===== src/sv/rled_pkg.sv =====
`timescale 1ns / 1ps
// ----------------------------------------------------------------------------
// rled_pkg
// Shared constants for the run-length encoder with delta coding.
// ----------------------------------------------------------------------------
package rled_pkg;

	// Configuration register map: word index taken from paddr[PADDR_BITS-1:2]
	localparam int unsigned PADDR_BITS   = 3;
	localparam int unsigned PDATA_BITS   = 32;
	localparam bit          REG_DELTA_MODE = 1'b0;

	// Result queue geometry
	localparam int unsigned FIFO_DEPTH    = 4;
	localparam int unsigned FIFO_PTR_BITS = 2;
	localparam int unsigned FIFO_CNT_BITS = 3;

	// Accept a new item only while this many slots or fewer are in use
	localparam logic [FIFO_CNT_BITS-1:0] FIFO_ROOM_LIMIT = 3'd2;

endpackage


===== src/sv/run_length_encoder_with_delta.sv =====
`timescale 1ns / 1ps
// ----------------------------------------------------------------------------
// run_length_encoder_with_delta
// Run-length encoder for a symbol stream, with optional delta coding of the
// run symbols.
//
// The block takes one symbol per clock cycle while in_stall is low. Each
// transfer is captured in an input register; when the queue has room, short
// logic merges it into the open run and writes zero, one or two (symbol_out,
// run_length, last_run) pairs into a four-entry result queue, which drives
// the output channel.
// A run closes when the symbol changes or when its count would pass
// 2^RUN_BITS-1; a symbol flagged with last_in also closes its own run, so it
// can produce two pairs in one cycle. The queue drains one pair per cycle
// while out_stall is low, and in_stall rises while three or more pairs are
// queued, since the held item could add two. A two-pair flush ends the
// stream, so the item after it adds at most one pair: with a free-flowing
// output the queue never holds over two pairs and the input takes one symbol
// every cycle. Input stalls come only from out_stall backing up the queue.
// In delta mode (register 0, bit 0, at byte address 0) the first pair of a
// stream is raw, later pairs carry the run symbol minus the previous run
// symbol, and a pair that follows a negative value is raw again. Write the
// mode only while the block is idle.
// ----------------------------------------------------------------------------
module run_length_encoder_with_delta #(
	parameter int unsigned SYMBOL_BITS = 16,
	parameter int unsigned RUN_BITS    = 16
) (
	input  logic                                   clk,
	input  logic                                   arst_n,

	// Configuration port
	input  logic                                   psel,
	input  logic                                   penable,
	input  logic                                   pwrite,
	input  logic [rled_pkg::PADDR_BITS-1:0]        paddr,
	input  logic [rled_pkg::PDATA_BITS-1:0]        pwdata,
	output logic [rled_pkg::PDATA_BITS-1:0]        prdata,
	output logic                                   pready,

	// Symbol input channel
	input  logic                                   in_valid,
	output logic                                   in_stall,
	input  logic [SYMBOL_BITS-1:0]                 symbol,
	input  logic                                   last_in,

	// Run pair output channel
	output logic                                   out_valid,
	input  logic                                   out_stall,
	output logic signed [SYMBOL_BITS:0]            symbol_out,
	output logic [RUN_BITS-1:0]                    run_length,
	output logic                                   last_run
);

	localparam int unsigned DEPTH = rled_pkg::FIFO_DEPTH;
	localparam int unsigned PB    = rled_pkg::FIFO_PTR_BITS;
	localparam int unsigned CB    = rled_pkg::FIFO_CNT_BITS;

	// ------------------------------------------------------------------
	// Configuration register
	// ------------------------------------------------------------------
	logic delta_mode_q;
	logic cfg_write;
	logic cfg_hit;

	assign pready    = 1'b1;
	assign cfg_hit   = (paddr[rled_pkg::PADDR_BITS-1] == rled_pkg::REG_DELTA_MODE);
	assign cfg_write = psel && penable && pwrite && pready && cfg_hit;
	assign prdata    = cfg_hit ? {{(rled_pkg::PDATA_BITS-1){1'b0}}, delta_mode_q}
	                           : '0;

	always_ff @(posedge clk or negedge arst_n) begin
		if (!arst_n) begin
			delta_mode_q <= 1'b0;
		end else if (cfg_write) begin
			delta_mode_q <= pwdata[0];
		end
	end

	// ------------------------------------------------------------------
	// Input register
	// ------------------------------------------------------------------
	logic                   valid_s1;
	logic [SYMBOL_BITS-1:0] symbol_s1;
	logic                   last_s1;
	logic                   room;
	logic                   go;
	logic                   in_xfer;

	logic [CB-1:0]          fifo_cnt_q;

	// Consume the held item only when the queue can take two pairs
	assign room     = (fifo_cnt_q <= rled_pkg::FIFO_ROOM_LIMIT);
	assign go       = valid_s1 && room;
	assign in_stall = valid_s1 && !room;
	assign in_xfer  = in_valid && !in_stall;

	always_ff @(posedge clk or negedge arst_n) begin
		if (!arst_n) begin
			valid_s1 <= 1'b0;
		end else if (in_xfer) begin
			valid_s1 <= 1'b1;
		end else if (go) begin
			valid_s1 <= 1'b0;
		end
	end

	always_ff @(posedge clk) begin
		if (in_xfer) begin
			symbol_s1 <= symbol;
			last_s1   <= last_in;
		end
	end

	// ------------------------------------------------------------------
	// Run state and pair generation
	// ------------------------------------------------------------------
	logic [SYMBOL_BITS-1:0] run_symbol_q;
	logic [RUN_BITS-1:0]    run_count_q;
	logic                   run_open_q;
	logic [SYMBOL_BITS-1:0] prior_symbol_q;
	logic                   first_pair_q;
	logic                   prior_neg_q;

	// Coded value of a closing run: raw or difference to the previous run
	function automatic logic signed [SYMBOL_BITS:0] code_value(
		input logic                   use_delta,
		input logic [SYMBOL_BITS-1:0] cur,
		input logic [SYMBOL_BITS-1:0] prev
	);
		logic signed [SYMBOL_BITS:0] res;
		if (use_delta) begin
			res = $signed({1'b0, cur}) - $signed({1'b0, prev});
		end else begin
			res = $signed({1'b0, cur});
		end
		return res;
	endfunction

	logic                        close_run;
	logic                        same_sym;
	logic                        count_full;
	logic signed [SYMBOL_BITS:0] val_a;
	logic                        neg_a;
	logic [SYMBOL_BITS-1:0]      prior_mid;
	logic                        first_mid;
	logic                        neg_mid;
	logic [SYMBOL_BITS-1:0]      next_symbol;
	logic [RUN_BITS-1:0]         next_count;
	logic signed [SYMBOL_BITS:0] val_b;

	always_comb begin
		same_sym   = (symbol_s1 == run_symbol_q);
		count_full = (run_count_q == {RUN_BITS{1'b1}});
		close_run  = run_open_q && !(same_sym && !count_full);

		// Pair for the run that this symbol closes
		val_a = code_value(delta_mode_q && !first_pair_q && !prior_neg_q,
		                   run_symbol_q, prior_symbol_q);
		neg_a = val_a[SYMBOL_BITS];

		// Delta chain as seen after that pair
		prior_mid = close_run ? run_symbol_q : prior_symbol_q;
		first_mid = close_run ? 1'b0 : first_pair_q;
		neg_mid   = close_run ? neg_a : prior_neg_q;

		// Extend the open run or start a new one
		if (!run_open_q || close_run) begin
			next_symbol = symbol_s1;
			next_count  = {{(RUN_BITS-1){1'b0}}, 1'b1};
		end else begin
			next_symbol = run_symbol_q;
			next_count  = run_count_q + {{(RUN_BITS-1){1'b0}}, 1'b1};
		end

		// Pair for the run that a last symbol ends
		val_b = code_value(delta_mode_q && !first_mid && !neg_mid,
		                   next_symbol, prior_mid);
	end

	always_ff @(posedge clk or negedge arst_n) begin
		if (!arst_n) begin
			run_symbol_q   <= '0;
			run_count_q    <= '0;
			run_open_q     <= 1'b0;
			prior_symbol_q <= '0;
			first_pair_q   <= 1'b1;
			prior_neg_q    <= 1'b0;
		end else if (go) begin
			run_symbol_q <= next_symbol;
			if (last_s1) begin
				// Close the stream and restart the delta chain
				run_count_q    <= '0;
				run_open_q     <= 1'b0;
				prior_symbol_q <= next_symbol;
				first_pair_q   <= 1'b1;
				prior_neg_q    <= 1'b0;
			end else begin
				run_count_q    <= next_count;
				run_open_q     <= 1'b1;
				prior_symbol_q <= prior_mid;
				first_pair_q   <= first_mid;
				prior_neg_q    <= neg_mid;
			end
		end
	end

	// ------------------------------------------------------------------
	// Result queue
	// ------------------------------------------------------------------
	logic signed [SYMBOL_BITS:0] fifo_sym_q  [DEPTH];
	logic [RUN_BITS-1:0]         fifo_len_q  [DEPTH];
	logic                        fifo_last_q [DEPTH];
	logic [PB-1:0]               wr_ptr_q;
	logic [PB-1:0]               rd_ptr_q;
	logic                        push_a;
	logic                        push_b;
	logic [1:0]                  push_n;
	logic                        pop;
	logic [PB-1:0]               wr_ptr_b;

	assign push_a   = go && close_run;
	assign push_b   = go && last_s1;
	assign push_n   = {1'b0, push_a} + {1'b0, push_b};
	assign out_valid = (fifo_cnt_q != '0);
	assign pop      = out_valid && !out_stall;
	assign wr_ptr_b = push_a ? (wr_ptr_q + {{(PB-1){1'b0}}, 1'b1}) : wr_ptr_q;

	always_ff @(posedge clk) begin
		if (push_a) begin
			fifo_sym_q[wr_ptr_q]  <= val_a;
			fifo_len_q[wr_ptr_q]  <= run_count_q;
			fifo_last_q[wr_ptr_q] <= 1'b0;
		end
		if (push_b) begin
			fifo_sym_q[wr_ptr_b]  <= val_b;
			fifo_len_q[wr_ptr_b]  <= next_count;
			fifo_last_q[wr_ptr_b] <= 1'b1;
		end
	end

	always_ff @(posedge clk or negedge arst_n) begin
		if (!arst_n) begin
			wr_ptr_q   <= '0;
			rd_ptr_q   <= '0;
			fifo_cnt_q <= '0;
		end else begin
			wr_ptr_q   <= wr_ptr_q + PB'(push_n);
			if (pop) begin
				rd_ptr_q <= rd_ptr_q + {{(PB-1){1'b0}}, 1'b1};
			end
			fifo_cnt_q <= fifo_cnt_q + CB'(push_n) - CB'(pop);
		end
	end

	assign symbol_out = fifo_sym_q[rd_ptr_q];
	assign run_length = fifo_len_q[rd_ptr_q];
	assign last_run   = fifo_last_q[rd_ptr_q];

	// ------------------------------------------------------------------
	// Assertions
	// ------------------------------------------------------------------
	a_fifo_bound: assert property (@(posedge clk) disable iff (!arst_n)
		fifo_cnt_q <= CB'(DEPTH))
		else $error("result queue overfilled");

	a_open_count: assert property (@(posedge clk) disable iff (!arst_n)
		run_open_q |-> (run_count_q != '0))
		else $error("open run with zero count");

	a_closed_first: assert property (@(posedge clk) disable iff (!arst_n)
		!run_open_q |-> first_pair_q)
		else $error("delta chain not restarted while no run is open");

	a_last_closes: assert property (@(posedge clk) disable iff (!arst_n)
		(go && last_s1) |=> (!run_open_q && (fifo_cnt_q != '0)))
		else $error("last symbol did not close the stream");

endmodule


===== config.mk =====
export PLATFORM = sky130hd
export DESIGN_NAME = run_length_encoder_with_delta
export DESIGN_NICKNAME = d
export VERILOG_FILES = /design/src/sv/rled_pkg.sv /design/src/sv/run_length_encoder_with_delta.sv
export SDC_FILE = /design/constraint.sdc
export NUM_CORES = 1
export LEC_CHECK = 0
export BUFFER_PORTS_ARGS = -buffer_cell sky130_fd_sc_hd__buf_2
export CAP_MARGIN = 5
export CORE_ASPECT_RATIO = 1.2
export CORE_UTILIZATION = 55
export CTS_CLUSTER_DIAMETER = 60
export DETAILED_ROUTE_END_ITERATION = 7
export HOLD_SLACK_MARGIN = 0.02
export PLACE_DENSITY = 0.81
export SYNTH_ARGS = -nofsm -noshare
export SYNTH_HDL_FRONTEND = slang
export SYNTH_SLANG_ARGS = --single-unit

===== constraint.sdc =====
create_clock -name clk -period 5.46 [get_ports clk]
set_input_delay 0.819 -clock clk [delete_from_list [all_inputs] [get_ports clk]]
set_output_delay 0.819 -clock clk [all_outputs]
set_load 0.01 [all_outputs]

# == After elaboration in Yosys (flattened, before gate mapping) ==
# Memories as Yosys holds them, arrays and structs flattened.
# Index checks and enable logic that the tools add are counted.
# op_classes
reduce_logical,28
eq_ne,2
n_addsub,9
muxes,20
bitwise,1
magnitude_cmp,1
# ops
cell,count
16-bit 2-to-1 mux,5
17-bit 2-to-1 mux,2
16-bit by 16-bit subtractor with 17-bit output,2
"16-bit by 1-bit adder with 16-bit output, second input constant",1
16-bit equality test,1
"16-bit equality test, second input constant",1
1-bit logical AND,15
1-bit 2-to-1 mux,12
1-bit zero test,10
"2-bit by 1-bit adder with 2-bit output, second input constant",2
3-bit by 2-bit adder with 3-bit output,1
"3-bit by 2-bit less-or-equal comparator with 1-bit output, second input constant",1
3-bit nonzero test,1
3-bit by 1-bit subtractor with 3-bit output,1
1-bit by 1-bit adder with 2-bit output,1
2-bit adder,1
2-bit 2-to-1 mux,1
2-bit nonzero test,1
1-bit logical OR,1
1-bit inverter,1
# word_totals
ramBits,136
regBits,77
n_memories,3
# memory_table
name,words,word_bits,read_ports,rd_clocked_by_memory_dff,wr,line_no,text
fifo_sym_q,4,17,1,0,2,run_length_encoder_with_delta.sv:211,logic signed [SYMBOL_BITS:0] fifo_sym_q [DEPTH];
fifo_len_q,4,16,1,0,2,run_length_encoder_with_delta.sv:212,logic [RUN_BITS-1:0] fifo_len_q [DEPTH];
fifo_last_q,4,1,1,0,2,run_length_encoder_with_delta.sv:213,logic fifo_last_q [DEPTH];

# == Longest topological paths before layout ==
# logic_depth
word_depth,10
depth_mapped,21
ltp_nobuf,18

# == Worst setup path after synthesis ==
# Ideal clock, no wire load.
# synth_timing
path_kind,flip-flop to flip-flop
startpoint,register run_count_q[1]
endpoint,memory fifo_sym_q[0][10] (netlist name) (data pin)
period_less_slack_ps,4438
path_stages_with_launch,22
arrival_ps,4168
t_required_ps,5190
setup_slack_ps,1022
path_buffers,3
setup_ps,270
path_cell_list,dfrtp_1 > ha_1 > nand3_1 > or2_4 > nor4_4 > o21a_1 > buf_6 > buf_6 > buf_4 > nand2_1 > o21ai_0 > ha_1 > inv_1 > fa_1 > a211oi_1 > o21bai_1 > a2111o_1 > a31o_2 > a21oi_1 > xnor2_1 > mux2i_4 > mux2i_1
# synth_rtl
item,line_no,text
"start, declared",run_length_encoder_with_delta.sv:119,logic [RUN_BITS-1:0] run_count_q;
"start signal, assigned",run_length_encoder_with_delta.sv:199,run_count_q <= next_count;
"end, declared",run_length_encoder_with_delta.sv:211,

==> impl_results.md <==
* Status: completed
* Most numerous cell in the Yosys netlist: nand2_1
* Synth Instances at around 1100
* CTS root buffer: clkbuf_16
* Dominant synthesized flop cell: edfxtp_1
* Top cell type's share of synthesized area at 0.3548
* Power Density at 665.6 nW/um^2
* Tightest Hold Check Type: reg2reg
* Ys async rst share at 0.2817
* Delay-heaviest family, CP: compound AO/OA/AOI/OAI gates
* Clk network pwr share at 0.173
* I/O pin count at roughly 130
* Mapped Area at roughly 13000 um^2
* Maximum clock path buffer count at 3
* Remaining global-route overflow at 0
* Part of the power in registers at 0.311
* Final critical-path setup slack at about 0.5 ns
* Number of global-route vias before repair at around 8500
* Vias after detailed routing at around 8600
* Setup TNS at 0 ns
* Synth area leaders: edfxtp_1, dfrtp_1, mux2i_1
* Synth cell count leaders: nand2_1, edfxtp_1, o21ai_0
* Post-DR vias/cell at about 5.9
* Die area at approximately 24000 um^2
* Leak at about 5.9 nW
* Max VDD drop at roughly 350 uV
* Diodes inserted at 0
* P_sw at 0.003708 W
* First-pass GRT wire length at ~44000 um
* Post-Layout Cell Count at 1464
* CP Max Fanout at 10
* Max cap viols at 0
* Cell variety after synth at 67
* Area leader, netlist: edfxtp_1
* Std-Cell Rows at 60
* Worst Path Arrival at 5.19 ns
* Unrepaired setup endpoints after global routing: false
* Fmax at between 200 and 250 MHz
* Die height at between 150 and 200 um
* Part of the Yosys area used for sequential elements at 0.4803
* Starting Density at 0.5618
* Post-CTS sizing at 0
* Syn avg cell area at approximately 11 um^2
* Cts-stage hold buffer count at 0
* Seq cells post-synth at roughly 210
* Worst Tran Pin Value at between 0.8 and 0.9 ns
* Sw Ratio at 0.4061
* Tmin final at between 4 and 5 ns
* Synth Warn # at 0
* DRC at 0
* Initial antenna violation count at 0
* Placed instance area at between 10000 and 15000 um^2
* Largest net degree at the start of global routing at 64
* Nets at about 1300
* Clock tree sinks at 213
* Cells after DPL at between 1000 and 1500
* Final WL at 27170 um
* Max_slew headroom at 0.4356
* Slew Viols, Final at 0
* Layout cell share with drive strength beyond 1 at 0.1637
* Number of synthesized flops with an enable pin at approximately 150
* P_int at approximately 0.0054 W
* Initial DRC Count at roughly 600
* Hpwl dp at roughly 19000 um
* Core box area at around 22000 um^2
* Layout area overhead at 8.781%
* Required @ worst endpoint at between 5 and 6 ns
* Critical Path End Type: register
* Port Buffers at between 60 and 70
* 1st-pass router iterations at 5
* Fill cells at between 1500 and 2000
* DP Worst Slack at around 0.63 ns
* Tcrit/Tclk final at 0.9085
* Die width at between 100 and 150 um
* Setup CP Type: reg2reg
* Clock buffer count from CTS at 22
* Crit-path slowest cell: dfrtp_1
* ANT nets after route at 0
* CP Buf/Inv Count at 1
* Startpoint type of the worst setup path: register
* WL per Instance at 18.56 um
* Critical path, cell by cell: ha_1 -> nand3_1 -> or2_4 -> nor4_4 -> o21a_1 -> nand2_1 -> o21ai_0 -> ha_1 -> inv_1 -> fa_1 -> a211oi_1 -> o21bai_1 -> a31oi_1 -> o31a_1 -> nand2_1 -> xor2_1 -> mux2i_1 -> mux2i_1
* Fin area at 13720 um^2
* Combinational share of power at 0.516
* Slowest cell delay on critical path at 0.52 ns
* Clk_lat worst skew at about 0.52 ns
* Final setup fails at 0
* TritonCTS clock tree: yes
* CTS clk-pin slew, worst paths at ~0.060 ns
* Clock Skew at 0.01920 ns
* GRT Total Usage at 0.2373
* Postcts setup bufs at 0
* H-tree depth at 1
* GP Congestion at ~0.88
* Hold Worst Slack at ~0.45 ns
* Endpoints failing hold at 0
[tightest hold or removal path, delay by kind of cell, from the launching register on]
family | cells | cell delay [ns]
simple gates | 2 | 0.09
flops | 1 | 0.31
[registers in the layout, summed over array words and instances, names as in the netlist, 2 cells and up]
name and flops:
fifo_sym_q 68, fifo_len_q 64, prior_symbol_q 16, run_count_q 16, run_symbol_q 16, symbol_s1 16
fifo_last_q 4, fifo_cnt_q 3, rd_ptr_q 2, wr_ptr_q 2
[power groups by stage]
stage,Clock (W),Sequential [W],Combinational [W]
final,0.00158,0.00284,0.00471
after global routing,0.00166,0.00291,0.00517
after CTS,0.00160,0.00285,0.00472
after detailed placement,0,0.00287,0.00468
after global placement,0,0.00284,0.00455
after floorplan,0,0.00271,0.00368
[layout by cell type, fill, tap and decap left out, types with 21 or more instances in the layout]
cell       count
edfxtp_1     149
mux4_2        34
conb_1        32
nor2_1        65
ha_1          42
xnor2_1       21
inv_1         39
nand2_1      149
o21ai_0      108
buf_4         24
dfrtp_1       58
buf_2         62
clkbuf_16     23
xor2_1        30
mux2i_1       95
a21oi_1       46
[path summary, 6_finish.rpt]
check	start	depth (start not counted)	endpoint	slack, ns
setup reg to reg	run_count_q[0]	18	fifo_sym_q[3][14]	0.50
hold / removal	fifo_last_q[2]	2	fifo_last_q[2]	0.45
max in group asynchronous	arst_n	2	rd_ptr_q[0]	4.41
hold reg to reg	fifo_last_q[2]	2	fifo_last_q[2]	0.45
min in group asynchronous	arst_n	2	run_symbol_q[7]	0.48
setup / recovery	run_count_q[0]	18	fifo_sym_q[3][14]	0.50
[per-stage QoR]
stage | utilization | power (W)
after floorplan | - | 0.006388
after CTS | 0.6111 | 0.009164
after global placement | 0.5773 | 0.007393
final | 0.6111 | 0.009130
after detailed placement | 0.5773 | 0.007552
after global routing | 0.6111 | 0.009741
[cell families (layout without fill, tap and decap cells)]
| family | count (synthesis) | count (layout) | synth area share |
|---|---|---|---|
| flip-flops | 213 | 213 | 0.4803 |
| multiplexers | 156 | 156 | 0.1668 |
| AO/OA/AOI/OAI | 224 | 224 | 0.1055 |
| XOR/XNOR | 51 | 51 | 0.03542 |
| adder cells (fa/ha/maj) | 45 | 45 | 0.04643 |
| buffers and inverters | 151 | 166 | 0.06052 |
| other | 2 | 32 | 0.0005955 |
| AND/OR/NAND/NOR | 298 | 298 | 0.1045 |
[layer usage]
metal	track usage	routed length [um]	part of all wire	vias to the layer above
li1	-	-	-	4107
met1	0.2801	10720	0.39	4122
met2	0.4370	14270	0.53	274
met3	0.03157	1383	0.051	65
met4	0.09126	792	0.029	0
met5	0	0	0	-
[final cells by class]
cell class	count	area, um^2	share of cell area
flip-flops and latches	213	6058	0.4416
multi-input cells	806	5911	0.4309
clock buffers	30	631.9	0.04606
repair buffers	86	490.5	0.03575
well taps	279	349.1	0.02545
inverters	40	150.1	0.01094
clock inverters	10	127.6	0.009303
Power figures use the tool's default switching activity.
